<file path="src/hw/rtl/uia2_pkg.sv">
// shared types, constants and GF(2^64) helpers for the uia2 mac block
// no dependencies

package uia2_pkg;

    localparam int unsigned GF_W      = 64;
    localparam int unsigned LEN_W     = 32;
    localparam int unsigned MAC_W     = 32;
    localparam int unsigned DIGIT_W   = 4;
    localparam int unsigned DIGITS    = GF_W / DIGIT_W;
    localparam int unsigned DCNT_W    = $clog2(DIGITS);
    localparam int unsigned S_DATA_W  = 96;
    localparam int unsigned M_DATA_W  = 32;
    localparam int unsigned CFG_IDX_W = 2;
    localparam int unsigned CFG_DAT_W = 64;
    localparam int unsigned REM_W     = 6;

    localparam logic [GF_W-1:0] GF64_REDUCE = 64'h0000_0000_0000_001b;

    localparam logic [CFG_IDX_W-1:0] CFG_KEY_P = 2'd0;
    localparam logic [CFG_IDX_W-1:0] CFG_KEY_Q = 2'd1;
    localparam logic [CFG_IDX_W-1:0] CFG_MASK  = 2'd2;

    typedef struct packed {
        logic            go;
        logic [GF_W-1:0] opa;
        logic [GF_W-1:0] opb;
    } t_mul_ctl;

    typedef struct packed {
        logic            busy;
        logic            done;
        logic [GF_W-1:0] product;
    } t_mul_stat;

    function automatic logic [GF_W-1:0] gf64_times_x(input logic [GF_W-1:0] v);
        gf64_times_x = {v[GF_W-2:0], 1'b0} ^ (v[GF_W-1] ? GF64_REDUCE : '0);
    endfunction

    function automatic logic [GF_W-1:0] gf64_times_x4(input logic [GF_W-1:0] v);
        logic [GF_W-1:0] t;
        t = v;
        for (int i = 0; i < DIGIT_W; i++) begin
            t = gf64_times_x(t);
        end
        gf64_times_x4 = t;
    endfunction

    function automatic logic [GF_W-1:0] gf64_times_digit(input logic [GF_W-1:0] v,
                                                          input logic [DIGIT_W-1:0] d);
        logic [GF_W-1:0] t;
        logic [GF_W-1:0] s;
        t = v;
        s = '0;
        for (int i = 0; i < DIGIT_W; i++) begin
            if (d[i]) begin
                s = s ^ t;
            end
            t = gf64_times_x(t);
        end
        gf64_times_digit = s;
    endfunction

endpackage

</file>
<file path="src/hw/rtl/uia2_gf64_polynomial_mac_core.sv">
// uia2 f9 polynomial hash and masked mac output stage
// depends on uia2_pkg and uia2_gf_mul
//
// channel   | direction | payload (low bit up)                       | transaction
// s stream  | in        | tdata: message_block, message_length; tlast | tvalid & tready
// m stream  | out       | tdata: mac_value                            | tvalid & tready
// cfg write | in        | index, data (0 key p, 1 key q, 2 mask)      | wr_en
//
// a non-final block takes one gf multiply from transaction to next ready (one key digit per
// cycle in the shared multiplier) plus load and write-back
// a final block takes two multiplies from transaction to next ready,
// plus any wait for the output register
// synchronous active-low reset clears accumulator, keys and mask
// a stalled output holds the block in its emit state until the mac register frees

module uia2_gf64_polynomial_mac_core (
    input  logic                               i_clk,
    input  logic                               i_rst_n,
    input  logic                               i_s_tvalid,
    output logic                               o_s_tready,
    input  logic [uia2_pkg::S_DATA_W-1:0]      i_s_tdata,  // message_block, message_length
    input  logic                               i_s_tlast,  // final_block
    output logic                               o_m_tvalid,
    input  logic                               i_m_tready,
    output logic [uia2_pkg::M_DATA_W-1:0]      o_m_tdata,  // mac_value
    input  logic                               i_cfg_wr_en,
    input  logic [uia2_pkg::CFG_IDX_W-1:0]     i_cfg_index,
    input  logic [uia2_pkg::CFG_DAT_W-1:0]     i_cfg_data
);
    import uia2_pkg::*;

    typedef enum logic [1:0] {
        ST_IDLE,
        ST_MUL_P,
        ST_MUL_Q,
        ST_EMIT
    } t_state;

    t_state            r_state;
    logic [GF_W-1:0]   r_key_p;
    logic [GF_W-1:0]   r_key_q;
    logic [MAC_W-1:0]  r_mask;
    logic [GF_W-1:0]   r_acc;
    logic              r_last;
    logic [LEN_W-1:0]  r_len;
    logic [GF_W-1:0]   r_hash;
    logic              r_out_valid;
    logic [MAC_W-1:0]  r_out_data;
    t_mul_ctl          r_mul_ctl;
    t_mul_stat         mul_stat;

    logic              s_fire;
    logic [GF_W-1:0]   in_block;
    logic [LEN_W-1:0]  in_len;
    logic [REM_W-1:0]  in_rem;
    logic [GF_W-1:0]   keep_mask;
    logic              out_free;

    assign s_fire   = i_s_tvalid && o_s_tready;
    assign in_block = i_s_tdata[GF_W-1:0];
    assign in_len   = i_s_tdata[GF_W +: LEN_W];
    assign in_rem   = in_len[REM_W-1:0];
    assign out_free = !r_out_valid || i_m_tready;

    // keep the first rem bits of the final block
    always_comb begin
        if (i_s_tlast && in_rem != '0) begin
            keep_mask = ~({GF_W{1'b1}} >> in_rem);
        end else begin
            keep_mask = {GF_W{1'b1}};
        end
    end

    uia2_gf_mul u_mul (
        .i_clk  (i_clk),
        .i_rst_n(i_rst_n),
        .i_ctl  (r_mul_ctl),
        .o_stat (mul_stat)
    );

    always_ff @(posedge i_clk) begin
        if (!i_rst_n) begin
            r_key_p <= '0;
            r_key_q <= '0;
            r_mask  <= '0;
        end else if (i_cfg_wr_en) begin
            case (i_cfg_index)
                CFG_KEY_P: r_key_p <= i_cfg_data;
                CFG_KEY_Q: r_key_q <= i_cfg_data;
                CFG_MASK:  r_mask  <= i_cfg_data[MAC_W-1:0];
                default:   ;
            endcase
        end
    end

    always_ff @(posedge i_clk) begin
        if (!i_rst_n) begin
            r_state       <= ST_IDLE;
            r_acc         <= '0;
            r_out_valid   <= 1'b0;
            r_mul_ctl.go  <= 1'b0;
            r_last        <= 1'b0;
        end else begin
            r_mul_ctl.go <= 1'b0;
            if (r_out_valid && i_m_tready) begin
                r_out_valid <= 1'b0;
            end
            case (r_state)
                ST_IDLE: begin
                    if (s_fire) begin
                        r_mul_ctl.go  <= 1'b1;
                        r_mul_ctl.opa <= r_acc ^ (in_block & keep_mask);
                        r_mul_ctl.opb <= r_key_p;
                        r_last        <= i_s_tlast;
                        r_len         <= in_len;
                        r_state       <= ST_MUL_P;
                    end
                end
                ST_MUL_P: begin
                    if (mul_stat.done) begin
                        if (r_last) begin
                            r_mul_ctl.go  <= 1'b1;
                            r_mul_ctl.opa <= mul_stat.product ^ {{(GF_W-LEN_W){1'b0}}, r_len};
                            r_mul_ctl.opb <= r_key_q;
                            r_state       <= ST_MUL_Q;
                        end else begin
                            r_acc   <= mul_stat.product;
                            r_state <= ST_IDLE;
                        end
                    end
                end
                ST_MUL_Q: begin
                    if (mul_stat.done) begin
                        r_hash  <= mul_stat.product;
                        r_state <= ST_EMIT;
                    end
                end
                ST_EMIT: begin
                    if (out_free) begin
                        r_out_valid <= 1'b1;
                        r_out_data  <= r_hash[GF_W-1 -: MAC_W] ^ r_mask;
                        r_acc       <= '0;
                        r_state     <= ST_IDLE;
                    end
                end
                default: r_state <= ST_IDLE;
            endcase
        end
    end

    assign o_s_tready = (r_state == ST_IDLE);
    assign o_m_tvalid = r_out_valid;
    assign o_m_tdata  = r_out_data;

    a_busy_after_accept: assert property (@(posedge i_clk) disable iff (!i_rst_n)
        s_fire |=> !o_s_tready)
        else $error("block took a new transaction while a block is in flight");

    a_go_when_free: assert property (@(posedge i_clk) disable iff (!i_rst_n)
        r_mul_ctl.go |-> !mul_stat.busy)
        else $error("multiplier started while still busy");

    a_acc_clear_on_mac: assert property (@(posedge i_clk) disable iff (!i_rst_n)
        $rose(o_m_tvalid) |-> (r_acc == '0))
        else $error("accumulator not cleared after mac");

endmodule

</file>
<file path="src/hw/rtl/uia2_gf_mul.sv">
// digit-serial GF(2^64) multiplier, one 4-bit digit of the key per cycle
// depends on uia2_pkg

module uia2_gf_mul (
    input  logic                i_clk,
    input  logic                i_rst_n,
    input  uia2_pkg::t_mul_ctl  i_ctl,
    output uia2_pkg::t_mul_stat o_stat
);
    import uia2_pkg::*;

    logic [GF_W-1:0]   r_acc;
    logic [GF_W-1:0]   r_v;
    logic [GF_W-1:0]   r_k;
    logic [DCNT_W-1:0] r_cnt;
    logic              r_busy;
    logic              r_done;
    logic [GF_W-1:0]   n_acc;

    // horner step over key digits, most significant first
    assign n_acc = gf64_times_x4(r_acc) ^ gf64_times_digit(r_v, r_k[GF_W-1 -: DIGIT_W]);

    always_ff @(posedge i_clk) begin
        if (!i_rst_n) begin
            r_busy <= 1'b0;
            r_done <= 1'b0;
            r_cnt  <= '0;
        end else begin
            r_done <= 1'b0;
            if (i_ctl.go && !r_busy) begin
                r_busy <= 1'b1;
                r_cnt  <= '0;
                r_acc  <= '0;
                r_v    <= i_ctl.opa;
                r_k    <= i_ctl.opb;
            end else if (r_busy) begin
                r_acc <= n_acc;
                r_k   <= {r_k[GF_W-DIGIT_W-1:0], {DIGIT_W{1'b0}}};
                r_cnt <= r_cnt + 1'b1;
                if (r_cnt == DCNT_W'(DIGITS - 1)) begin
                    r_busy <= 1'b0;
                    r_done <= 1'b1;
                end
            end
        end
    end

    assign o_stat.busy    = r_busy;
    assign o_stat.done    = r_done;
    assign o_stat.product = r_acc;

endmodule
</file>
<file path="config.mk">
export PLATFORM = sky130hd
export DESIGN_NAME = uia2_gf64_polynomial_mac_core
export DESIGN_NICKNAME = d
export VERILOG_FILES = /design/src/hw/rtl/uia2_pkg.sv /design/src/hw/rtl/uia2_gf64_polynomial_mac_core.sv /design/src/hw/rtl/uia2_gf_mul.sv
export SDC_FILE = /design/constraint.sdc
export NUM_CORES = 1
export LEC_CHECK = 0
export BUFFER_PORTS_ARGS = -buffer_cell sky130_fd_sc_hd__buf_2
export CORE_MARGIN = 4
export CORE_UTILIZATION = 36
export CTS_CLUSTER_DIAMETER = 80
export DETAILED_ROUTE_END_ITERATION = 12
export GPL_TIMING_DRIVEN = 1
export PLACE_DENSITY = 0.57
export SLEW_MARGIN = 5
export SYNTH_ARGS = -nofsm -noshare
export SYNTH_HDL_FRONTEND = slang
export SYNTH_SLANG_ARGS = --single-unit
export TNS_END_PERCENT = 1
</file>
<file path="constraint.sdc">
create_clock -name i_clk -period 29.7 [get_ports i_clk]
set_input_delay 1.485 -clock i_clk [delete_from_list [all_inputs] [get_ports i_clk]]
set_output_delay 1.485 -clock i_clk [all_outputs]
set_load 0.01 [all_outputs]
</file>
Word level (Yosys, flattened, before mapping)
Cells that the tools add are included.
- bits in registers: 683
- latch bits: 0
- RAM bits: 0
- ROM bits: 0
- bits of input ports: 168
- output and inout bits: 34
- memories kept: 0
- $add $sub $neg: 1
- $mul: 0
- div/mod/pow operators: 0
- magnitude comparators: 0
- eq/ne operators: 12
- shifts and indexed selects: 1
- multiplexer cells: 36
- bitwise operators: 18
- reductions and logical operators: 27
- operators by type and width (kind ; count):
    $xor 64x64->64 ; 12
    $mux 64 ; 11
    $mux 129 ; 3
    $pmux 129 s2 ; 1
    $pmux 64 s2 ; 1
    $and 64x64->64 ; 1
    $not 64->64 ; 1
    $shr 64x6->64 const A ; 1
    $xor 64x32->64 ; 1
    $mux 5 ; 7
    $xor 32x32->32 ; 1
    $reduce_and 2->1 ; 6
    $mux 2 ; 5
    $reduce_and 3->1 ; 3
    $pmux 2 s4 ; 1
    $reduce_and 4->1 ; 2
    $mux 1 ; 7
    $eq 2x2->1 const B ; 3
    $ne 2x1->1 const B ; 3
    $ne 2x2->1 const B ; 3
    $reduce_bool 2->1 ; 3
    $reduce_bool 6->1 ; 1
    $reduce_and 5->1 ; 1
    $add 4x1->4 const B ; 1
    9 further kinds ; 16

Longest topological paths before layout
Gate-level depths: netlist of the first run.
- word-level depth: 10
- gate-level depth with buffers: 8
- depth with buffers taken out: 5

By module
Synthesis of the first run repeated with hierarchy kept, for this count alone.
- cell total of the unflattened synthesis: 2727
- area, all modules: 29497.0 µm²
- by module, submodules not included (module ; times used ; cells each ; area an instance (µm²) ; seq. area each (µm²)):
    uia2_gf64_polynomial_mac_core ; 1 ; 1798 ; 18840.6 ; 11310.8
    uia2_gf_mul ; 1 ; 929 ; 10656.5 ; 5885.6

Worst setup path after synthesis of the first run
Ideal clock, no wire load.
- path type: input to register
- from: input i_rst_n
- to: register r_mul_ctl[0] (netlist bit) (enable)
- arrival: 11.092 ns
- required time: 28.896 ns
- slack: 17.804 ns
- stages on the path: 3
- buffers on the path: 1
- cells stage by stage: inv_2 > clkbuf_1 > a211oi_1
- cells in the longest elaborated chain, start to end: 1
- RTL lines (item ; RTL line ; source):
    from (decl) ; uia2_gf64_polynomial_mac_core.sv:18 ; input logic i_rst_n,
    $reduce_and 5->1 (no line) ; -- ;
    to (decl) ; uia2_gf64_polynomial_mac_core.sv:49 ; t_mul_ctl r_mul_ctl;
Every way passes these cells.
A chain may end at the register's enable or synchronous reset.

Worst setup path in the final report of the first run
- from: input i_rst_n
- to: register r_key_q[28]
- RTL lines (item ; RTL line ; source):
    to (signal assigned) ; uia2_gf64_polynomial_mac_core.sv:89 ; CFG_KEY_Q: r_key_q <= i_cfg_data;
    to (decl) ; uia2_gf64_polynomial_mac_core.sv:41 ; logic [GF_W-1:0] r_key_q;
No word-level cell between the ends.

==> impl_metrics.yaml, run 1 <==
timing:
  layout_setup_ws_ps: 26230
  slew_headroom_pct: 17.37
  period_needed_ps: 3473
  grt_setup_unrepaired: "false"
  timing_worst_slew_pin_value_ps: 1239
  final-max-slew-violation-count: 0
  final_cycle_utilization_of_the_critical_path_pct: 11.69
  max_freq_ghz: 0.2879
  finalClockSkew_ps: 25.28
  final_count_of_hold_timing_violations: 0
  timing.setup.tns_ps: 0
  setup_viol: 0
worst_setup_path:
  cp_num_buf_inv: 4
  setup.worst_path.start: "i_rst_n"
  reg2reg_to: "r_acc[20]$_SDFFE_PN0P_"
  critPathMaxFanout: 102
  series_of_cell_instances_along_the_critical_path: "buf_2 > inv_6 > buf_4 > buf_4 > a21oi_1"
  cpMaxStageDelayCell: "sky130_fd_sc_hd__buf_4"
  worstSetupPathDepth: 5
  worst_setup_path_start_kind: "input port"
  critPathMaxStageDelay_ps: 950
  timing_worst_setup_path_type: "input port to flip-flop"
  crit_top_cell: "sky130_fd_sc_hd__buf_4"
  r2r.worst_path.cells: 6
  critical_path_capture_point: "r_key_q[28]$_SDFFE_PN0P_"
  critical_path.endpoint_type: "flip-flop"
  worst_ep_required_time_ps: 30170
  crit_family: "buffers and inverters"
  r2r_slack_ps: 26990
  timing.critical_path.arrival_ps: 3940
logic_synthesis:
  synthesis.yosys.warnings: 0
  synth_area_um2: 28850
  synth.largest_area_cell: "sky130_fd_sc_hd__edfxtp_1"
  synth.area.top_cells: "sky130_fd_sc_hd__edfxtp_1 (43%), sky130_fd_sc_hd__dfxtp_1 (16%), sky130_fd_sc_hd__nand2_1 (8.1%)"
  synth-seq-area-share_pct: 59.60
  ys_ff_latch: 651
  most_frequent_cell_after_synthesis: "sky130_fd_sc_hd__nand2_1"
  yosys.cell_types.count: 54
  post_synth_edffs: 416
  post_syn_area_per_cell_um2: 10.91
  postSynth.topFlopCell: "sky130_fd_sc_hd__edfxtp_1"
  synth_cells: 2645
  commonest_cells_post_synth: "sky130_fd_sc_hd__nand2_1 (620), sky130_fd_sc_hd__edfxtp_1 (416), sky130_fd_sc_hd__dfxtp_1 (235), sky130_fd_sc_hd__xnor2_1 (231), sky130_fd_sc_hd__a21oi_1 (175)"
  portion_of_synthesized_cell_area_occupied_by_the_leading_cell_type_pct: 43.30
  synth_fp_nets: 2814
  ys_async_sr_fraction_pct: 0
route:
  routed_via_density: 5.026
  drt_first_pass_iters: 5
  post_detailed_routing_wire_length_um: 73100
  detail_route.drc_violations: 0
  route.detailed.wl_per_inst_um: 18.79
  dr.first_iter.drc_count: 1615
  drtAntennaViolNets: 0
  overall_via_count_from_detail_route: 19553
placed_design:
  placedInstanceArea_um2: 30800
  port_buffers: 201
  detailed_place_hpwl_um: 48070
  place_ws_ps: 25600
  globalplace.congestion: 0.8760
floorplan:
  core-area_um2: 79260
  floorplan.die_area_um2: 84740
  die_height_um: 291.1
  rows: 103
  number_of_i_o_pins: 202
  starting_density_of_the_core_pct: 36.40
  chipWidth_um: 291.1
power:
  cellLeakagePower_nw: 12.30
  pwr_density_cell_nw_per_um2: 63.00
  vdd.ir_drop.worst_mv: 0.04128
global_routing:
  vias_in_the_first_global_route: 19028
  grt_first_pass_wirelength_um: 112600
  globalRoute.totalOverflow: 0
  grt_start_max_net_pins: 103
  grt_util_all_layers_pct: 16.79
  antenna_found_initial: 3
finish:
  final_area_um2: 33170
  final_core_utilization_pct: 41.85
  drive_gt1_share_pct: 14.70
  flow.area_growth_from_synthesis_pct: 14.96
  layout.nets: 2948
clock_network:
  clock_pin_slew_on_the_worst_setup_and_hold_paths_ps: 60
  post-cts-setup-buffer-count: 0
  cts-resized-gates: 0
  cts_tree: "yes"
  largest_buffer_count_on_any_clock_path: 3
  worst_skew_pair.late_latency_ps: 630
  ctsRootBufferMaster: "sky130_fd_sc_hd__clkbuf_16"
  postCtsHoldBufs: 0
  cts_buffers: 70
  htree_num_levels: 3
  numClockSinks: 651
worst_hold_path:
  hp-class: "flip-flop to flip-flop"
run:
  drv.max_cap_violation_count: 0
run_status:
  outcome: "finished, final reports clean"
## report_power, final
group          switching, mW  leakage, nW  internal [mW]
logic                  0.102         5.37         0.0722
registers             0.0239         5.77           1.00
clock network          0.371         1.15          0.516
total                  0.498         12.3           1.59
## metal layers
metal / share of wire, % / vias to the layer above / global-route usage (%)
met2: 46 / 690 / 26.68
met5: 0.016 / - / 0
met3: 7.2 / 110 / 3.380
met4: 1.8 / 2 / 4.046
met1: 45 / 9515 / 23.69
li1: - / 9236 / -
## cell usage in the layout, fill, tap and decap left out, drive strengths merged, types with 65 or more instances in the layout
cell    Yosys  final
a21oi     175    175
a22o       65     65
and2       73     73
buf        50    229
clkbuf    117    102
dfxtp     235    235
edfxtp    416    416
mux2i      67     67
nand2     620    620
nor2      157    157
o21ai      90     90
xnor2     231    231
xor2      168    168
## worst min-delay path by stage
stage | depth (start not counted) | to | startpoint
2_1_floorplan | 0 | u_mul.r_v[0]$_DFFE_PP_ | r_mul_ctl[64]$_DFFE_PP_
3_3_place_gp | 0 | u_mul.r_v[58]$_DFFE_PP_ | r_mul_ctl[122]$_DFFE_PP_
3_5_place_dp | 0 | u_mul.r_v[18]$_DFFE_PP_ | r_mul_ctl[82]$_DFFE_PP_
4_1_cts | 0 | u_mul.r_v[44]$_DFFE_PP_ | r_mul_ctl[108]$_DFFE_PP_
5_1_grt | 0 | u_mul.r_v[46]$_DFFE_PP_ | r_mul_ctl[110]$_DFFE_PP_
6_report | 0 | u_mul.r_v[54]$_DFFE_PP_ | r_mul_ctl[118]$_DFFE_PP_
## per-stage QoR
stage	std cells	hold WS, ps	total power [mW]
finish	3890	411.8	2.090
global route	3888	412.1	2.173
detailed placement	3757	404.5	1.222
CTS	3887	411.0	2.114
floorplan	2645	400.3	1.166
global placement	3757	401.2	1.218
## cell families (layout without fill, tap and decap cells)
group / count (synthesis) / in the layout / share of synthesized area, %
buf+inv: 176 / 368 / 2.415
mux: 127 / 127 / 4.666
flops: 651 / 651 / 59.60
fa+ha+maj: 1 / 1 / 0.04336
other cells: 0 / 3 / 0
compound gates: 397 / 397 / 8.239
xor+xnor: 402 / 402 / 12.35
simple gates: 891 / 891 / 12.69
## worst register-to-register path: cells and delay by family (launching register included)
family / cells / cell delay, ps
buffers and inverters: 1 / 730
DFF: 1 / 720
and+or+nand+nor: 3 / 570
muxes: 1 / 320
AOI/OAI and AO/OA: 1 / 240
## flip-flops by register name, indices dropped and copies added (netlist names), 64 cells and up, named ones only
| name | flops |
|---|---|
| r_acc | 64 |
| r_key_p | 64 |
| r_key_q | 64 |
| r_mul_ctl | 129 |
| u_mul.r_acc | 64 |
| u_mul.r_k | 64 |
| u_mul.r_v | 64 |
## cell type report
| cell class | instances | area (um^2) |
|---|---|---|
| antenna | 3 | 7.507 |
| clock buffer | 102 | 1982 |
| clock inverter | 28 | 382.9 |
| fill | 7552 | 46090 |
| inverter | 9 | 38.79 |
| multi-input combinational | 1818 | 11030 |
| sequential | 651 | 17200 |
| tap | 1050 | 1314 |
| timing repair buffer | 229 | 1216 |
Power figures use the tool's default switching activity.
==> run 2: changes to the inputs <==
==> constraint.sdc (replaced) <==
create_clock -name i_clk -period 3.3 [get_ports i_clk]
set_input_delay 0.165 -clock i_clk [delete_from_list [all_inputs] [get_ports i_clk]]
set_output_delay 0.165 -clock i_clk [all_outputs]
set_load 0.01 [all_outputs]
==> impl_metrics.yaml, run 2 (synthesis gave the netlist of run 1 again) <==
placed_design:
  port_buffers: 201
  globalplace.congestion: 0.8987
  detailed_place_hpwl_um: 50440
floorplan:
  chipWidth_um: 291.1
  die_height_um: 291.1
  number_of_i_o_pins: 202
  core-area_um2: 79260
  floorplan.die_area_um2: 84740
  starting_density_of_the_core_pct: 36.40
  rows: 103
worst_setup_path:
  cpMaxStageDelayCell: "sky130_fd_sc_hd__dlygate4sd3_1"
  critPathMaxStageDelay_ps: 540
  timing.critical_path.arrival_ps: 2710
  critical_path.endpoint_type: "flip-flop"
  worst_ep_required_time_ps: 3620
  critPathMaxFanout: 24
  worst_setup_path_start_kind: "input port"
  series_of_cell_instances_along_the_critical_path: "dlygate4sd3_1 > buf_2 > nor3_1 > a21o_1 > o21ai_0 > xor2_1 > o21ai_0"
  crit_top_cell: "sky130_fd_sc_hd__o21ai_0"
  timing_worst_setup_path_type: "input port to flip-flop"
power:
  cellLeakagePower_nw: 12.87
  vdd.ir_drop.worst_mv: 0.3789
  pwr_density_cell_nw_per_um2: 560.0
  total_power_mw: 19.33
clock_network:
  largest_buffer_count_on_any_clock_path: 3
  clock_pin_slew_on_the_worst_setup_and_hold_paths_ps: 60
  ctsRootBufferMaster: "sky130_fd_sc_hd__clkbuf_16"
  worst_skew_pair.late_latency_ps: 630
  htree_num_levels: 3
  cts_tree: "yes"
  numClockSinks: 651
  cts_buffers: 72
  cts-resized-gates: 0
global_routing:
  antenna_found_initial: 2
  grt_first_pass_wirelength_um: 118000
  globalRoute.totalOverflow: 0
  grt_start_max_net_pins: 130
  vias_in_the_first_global_route: 19788
  grt_util_all_layers_pct: 17.63
timing:
  final_count_of_hold_timing_violations: 0
  fin_hold_ws_ps: 61.44
  slew_headroom_pct: 34.50
  timing_worst_slew_pin_value_ps: 982.6
  final_cycle_utilization_of_the_critical_path_pct: 72.19
  final-max-slew-violation-count: 0
  grt_setup_unrepaired: "false"
  finalClockSkew_ps: 27.92
  max_freq_ghz: 0.4198
  setup_viol: 0
  period_needed_ps: 2382
route:
  overall_via_count_from_detail_route: 20084
  drt_first_pass_iters: 6
  route.detailed.wl_per_inst_um: 19.15
  dr.first_iter.drc_count: 1727
  post_detailed_routing_wire_length_um: 76670
  drtAntennaViolNets: 0
  detail_route.drc_violations: 0
  routed_via_density: 5.017
finish:
  drive_gt1_share_pct: 14.87
  layout_common_cells: "sky130_fd_sc_hd__nand2_1 (617), sky130_fd_sc_hd__edfxtp_1 (416), sky130_fd_sc_hd__dfxtp_1 (233)"
  largest_register_ffs: 129
  flow.area_growth_from_synthesis_pct: 19.66
  final-seq-area_um2: 17200
  final.fill_count: 7425
  footprint_of_the_multi_input_gates_um2: 11050
  regMostFlops: "r_mul_ctl"
  most_common_library_cell_in_the_layout_ignoring_fill_and_taps: "sky130_fd_sc_hd__nand2_1"
  layout.nets: 3062
  final_core_utilization_pct: 43.56
run:
  drv.max_cap_violation_count: 0
run_status:
  outcome: "finished, final reports clean"
worst_hold_path:
  hp-class: "input port to flip-flop"
[run 2: cell type report]
class | instances | share of cell area, %
Sequential cell | 651 | 49.82
Timing Repair Buffer | 341 | 7.024
Antenna cell | 1 | 0.007248
Inverter | 9 | 0.1123
Tap cell | 1050 | 3.805
Clock inverter | 31 | 1.254
Clock buffer | 102 | 5.983
Multi-Input combinational cell | 1818 | 32.00
[run 2: stage by stage]
step | instance area (um^2) | instances | TNS (ps) | setup slack [ps]
6_report | 34520 | 4003 | 0 | 917.8
5_1_grt | 34520 | 4002 | 0 | 789.3
4_1_cts | 34520 | 4002 | 0 | 975.9
3_5_place_dp | 31000 | 3767 | 0 | 901.6
3_3_place_gp | 31000 | 3767 | 0 | 951.8
2_1_floorplan | 28900 | 2645 | -140740 | -1042
[run 2: worst max-delay path, delay by kind of cell]
family | cells | cell delay [ps]
buf+inv | 2 | 810
xor+xnor | 1 | 240
simple gates | 1 | 460
compound gates | 3 | 1010
[run 2: power by group]
group          total [mW]  switching (mW)  internal (mW)
clock network        8.37            3.39           4.98
registers            9.25           0.223           9.03
logic                1.71           0.965          0.750
total                19.3            4.58           14.8
[run 2: timing repair]
action                                 4_1_cts  5_1_grt
endpoints found under the hold margin      202        0
hold buffers                               102        0
setup buffers                                0        0
[run 2: path summary, 6_finish.rpt]
kind	startpoint	end	slack (ps)	depth (start not counted)
max	i_s_tdata[66]	r_mul_ctl[110]$_DFFE_PP_	920	7
max reg2reg	flip-flop	r_mul_ctl[66]$_DFFE_PP_	950	3
min	i_s_tdata[25]	r_mul_ctl[89]$_DFFE_PP_	60	4
min reg2reg	r_mul_ctl[104]$_DFFE_PP_	u_mul.r_v[40]$_DFFE_PP_	400	0
[run 2: routing by layer]
metal  track usage, %  part of all wire, %  vias up
met1            24.55                   44     9807
met4            4.381                  2.3        2
met5                0                0.017        -
met2            28.72                   47      692
met3            3.037                  6.3      123
li1                 -                    -     9460
==> run 3: changes to the inputs <==
--- a/config.mk
+++ b/config.mk
@@ -5,6 +5,7 @@
 export SDC_FILE = /design/constraint.sdc
 export NUM_CORES = 1
 export LEC_CHECK = 0
+export ABC_AREA = 1
 export BUFFER_PORTS_ARGS = -buffer_cell sky130_fd_sc_hd__buf_2
 export CORE_MARGIN = 4
 export CORE_UTILIZATION = 36
==> constraint.sdc (replaced) <==
create_clock -name i_clk -period 2.4 [get_ports i_clk]
set_input_delay 0.12 -clock i_clk [delete_from_list [all_inputs] [get_ports i_clk]]
set_output_delay 0.12 -clock i_clk [all_outputs]
set_load 0.01 [all_outputs]
==> impl_metrics.yaml, run 3 <==
run_status:
  outcome: "finished, final reports clean"
clock_network:
  clock_pin_slew_on_the_worst_setup_and_hold_paths_ps: 60
  ctsRootBufferMaster: "sky130_fd_sc_hd__clkbuf_16"
  htree_num_levels: 3
  largest_buffer_count_on_any_clock_path: 3
  cts_buffers: 74
  cts_tree: "yes"
  post-cts-setup-buffer-count: 0
  worst_skew_pair.late_latency_ps: 630
  numClockSinks: 651
timing:
  final_count_of_hold_timing_violations: 0
  finalClockSkew_ps: 28.86
  slew_headroom_pct: 40.42
  timing_worst_slew_pin_value_ps: 892.3
  final_cycle_utilization_of_the_critical_path_pct: 88.04
  final-max-slew-violation-count: 0
  period_needed_ps: 2113
  grt_setup_unrepaired: "false"
  fin_hold_ws_ps: 50.19
  setup_viol: 0
  max_freq_ghz: 0.4733
logic_synthesis:
  post_synth_edffs: 416
  post_syn_area_per_cell_um2: 9.017
  portion_of_synthesized_cell_area_occupied_by_the_leading_cell_type_pct: 42.15
  synth_area_um2: 29640
  synth.largest_area_cell: "sky130_fd_sc_hd__edfxtp_1"
  most_frequent_cell_after_synthesis: "sky130_fd_sc_hd__nand2_1"
  ys_async_sr_fraction_pct: 0
  yosys.cell_types.count: 28
  synth-seq-area-share_pct: 58.02
  synth_fp_nets: 3456
  ys_ff_latch: 651
  synth.area.top_cells: "sky130_fd_sc_hd__edfxtp_1 (42%), sky130_fd_sc_hd__dfxtp_1 (16%), sky130_fd_sc_hd__nand2_1 (12%)"
  commonest_cells_post_synth: "sky130_fd_sc_hd__nand2_1 (975), sky130_fd_sc_hd__nor2_1 (422), sky130_fd_sc_hd__edfxtp_1 (416), sky130_fd_sc_hd__dfxtp_1 (235), sky130_fd_sc_hd__inv_1 (210)"
  synth_cells: 3287
  postSynth.topFlopCell: "sky130_fd_sc_hd__edfxtp_1"
  synthesis.yosys.warnings: 0
placed_design:
  detailed_place_hpwl_um: 53640
  globalplace.congestion: 0.8772
  post-place-cells: 4421
  port_buffers: 201
worst_setup_path:
  worst_ep_required_time_ps: 2760
  critical_path.endpoint_type: "flip-flop"
  series_of_cell_instances_along_the_critical_path: "dlygate4sd3_1 > buf_2 > inv_1 > nand2_1 > nor2_2 > nand2_1 > nand2_1 > inv_2 > nand2_1 > nand2_1 > nand2_1 > nand3_1 > nand2_1"
  crit_family: "buffers and inverters"
  cp_num_buf_inv: 4
  timing.critical_path.arrival_ps: 2470
  critPathMaxFanout: 39
  critPathMaxStageDelay_ps: 660
  timing_worst_setup_path_type: "input port to flip-flop"
  crit_top_cell: "sky130_fd_sc_hd__nand2_1"
  cpMaxStageDelayCell: "sky130_fd_sc_hd__inv_2"
  worst_setup_path_start_kind: "input port"
floorplan:
  starting_density_of_the_core_pct: 36.56
  die_height_um: 294.9
  core-area_um2: 81070
  number_of_i_o_pins: 202
  chipWidth_um: 294.9
  rows: 104
  floorplan.die_area_um2: 86990
route:
  detail_route.drc_violations: 0
  dr.first_iter.drc_count: 1776
  routed-wl-met3_um: 4654
  topRoutingLayerUsed: "met5"
  post_detailed_routing_wire_length_um: 82390
  met2_wirelength_um: 38820
  drtAntennaViolNets: 0
  route.detailed.wl_per_inst_um: 17.44
  drt_first_pass_iters: 6
  routed_via_density: 4.839
  overall_via_count_from_detail_route: 22858
  routedLengthMet1_um: 36320
worst_hold_path:
  hp-class: "input port to flip-flop"
power:
  internal_power_mw: 23.45
  cellLeakagePower_nw: 14.70
  pwr_density_cell_nw_per_um2: 933.7
  p_sw_share_pct: 30.47
  vdd.ir_drop.worst_mv: 0.6564
  relative_contribution_of_combinational_cells_to_total_power_pct: 21.5
  p_clk_share_pct: 34.2
  power.share.sequential_pct: 44.3
  p_sw_mw: 10.28
global_routing:
  grt_start_max_net_pins: 165
  grt_util_all_layers_pct: 18.83
  antenna_found_initial: 8
  vias_in_the_first_global_route: 21751
  grt_first_pass_wirelength_um: 127300
  globalRoute.totalOverflow: 0
finish:
  layout.nets: 3767
  layout_common_cells: "sky130_fd_sc_hd__nand2_1 (974), sky130_fd_sc_hd__nor2_1 (418), sky130_fd_sc_hd__edfxtp_1 (416)"
  regMostFlops: "r_mul_ctl"
  finalNonFillerCells: 4724
  drive_gt1_share_pct: 10.52
  final.fill_count: 7695
  largest_register_ffs: 129
  flow.area_growth_from_synthesis_pct: 21.85
  most_common_library_cell_in_the_layout_ignoring_fill_and_taps: "sky130_fd_sc_hd__nand2_1"
run:
  drv.max_cap_violation_count: 0
run 3: cell count changes after synthesis, moves of 72 or more:
cell / change
sky130_fd_sc_hd__nand2_1: +355
sky130_fd_sc_hd__xor2_1: -95
sky130_fd_sc_hd__o21ai_0: +100
sky130_fd_sc_hd__inv_1: +203
sky130_fd_sc_hd__and2_1: -72
sky130_fd_sc_hd__nor2_1: +265
sky130_fd_sc_hd__nand3_1: +160
run 3: worst min-delay path: stages:
cell                      delay (ps)
sky130_fd_sc_hd__buf_2           140
sky130_fd_sc_hd__nand3_1          80
sky130_fd_sc_hd__nand2_1          60
sky130_fd_sc_hd__o22ai_1          80
run 3: power by group through the flow:
stage	Sequential, mW	Combinational (mW)	Clock, mW
final	14.9	7.25	11.5
after global routing	15.1	8.22	12.3
after CTS	14.9	7.32	11.8
after detailed placement	15.2	7.07	0
after global placement	15.2	6.96	0
after floorplan	14.8	5.20	0
run 3: timing repair:
item | in CTS | in global routing
setup endpoints to repair | 0 | 0
hold buffers | 161 | 0
resized for setup | 0 | 0
endpoints found under the hold margin | 257 | 0
run 3: layer usage:
metal  global-route usage, %  vias to the layer above
li1                        -                    11373
met1                   25.46                    10748
met2                   31.07                      600
met3                   2.779                      131
met4                   6.592                        6
met5                       0                        -
run 3: cells by family (layout without fill, tap and decap cells):
logic type	count (synthesis)	count (layout)	share of synthesized area (%)
flops	651	651	58.02
fa+ha+maj	1	1	0.04221
buf+inv	387	759	5.243
simple gates	1577	1577	20.81
xor+xnor	254	254	7.506
other cells	0	5	0
compound gates	417	417	8.384
run 3: cell type report:
class                      count  area [um^2]  share of cell area [%]
antenna                        5        12.51                 0.03464
clock buffer                 105         2078                   5.754
clock inverter                32        432.9                   1.199
inverter                     217        823.3                   2.280
multi-input combinational   2249        10990                   30.42
sequential                   651        17200                   47.62
tap                         1060         1326                   3.672
timing repair buffer         405         3256                   9.014
run 3: metrics by stage:
step                      power, mW  worst slack [ps]  utilization (%)  setup TNS, ps  area (um^2)
final                         33.72             287.1            44.55              0        36120
after global routing          35.62             123.5            44.54              0        36110
after CTS                     34.08             352.4            44.53              0        36100
after detailed placement      22.23             271.8            39.45              0        31980
after global placement        22.12             285.7            39.45              0        31980
after floorplan               20.05            -970.3                -        -320380        29690
run 3: worst paths after layout:
kind / from / cells after the start / to / slack (ps)
min reg2reg: r_mul_ctl[68]$_DFFE_PP_ / 0 / u_mul.r_v[4]$_DFFE_PP_ / 410
max reg2reg: o_m_tvalid$_SDFF_PN0_ / 7 / r_acc[17]$_SDFFE_PN0P_ / 380
min: i_s_tdata[0] / 4 / r_mul_ctl[64]$_DFFE_PP_ / 50
max: i_s_tdata[66] / 13 / r_mul_ctl[67]$_DFFE_PP_ / 290
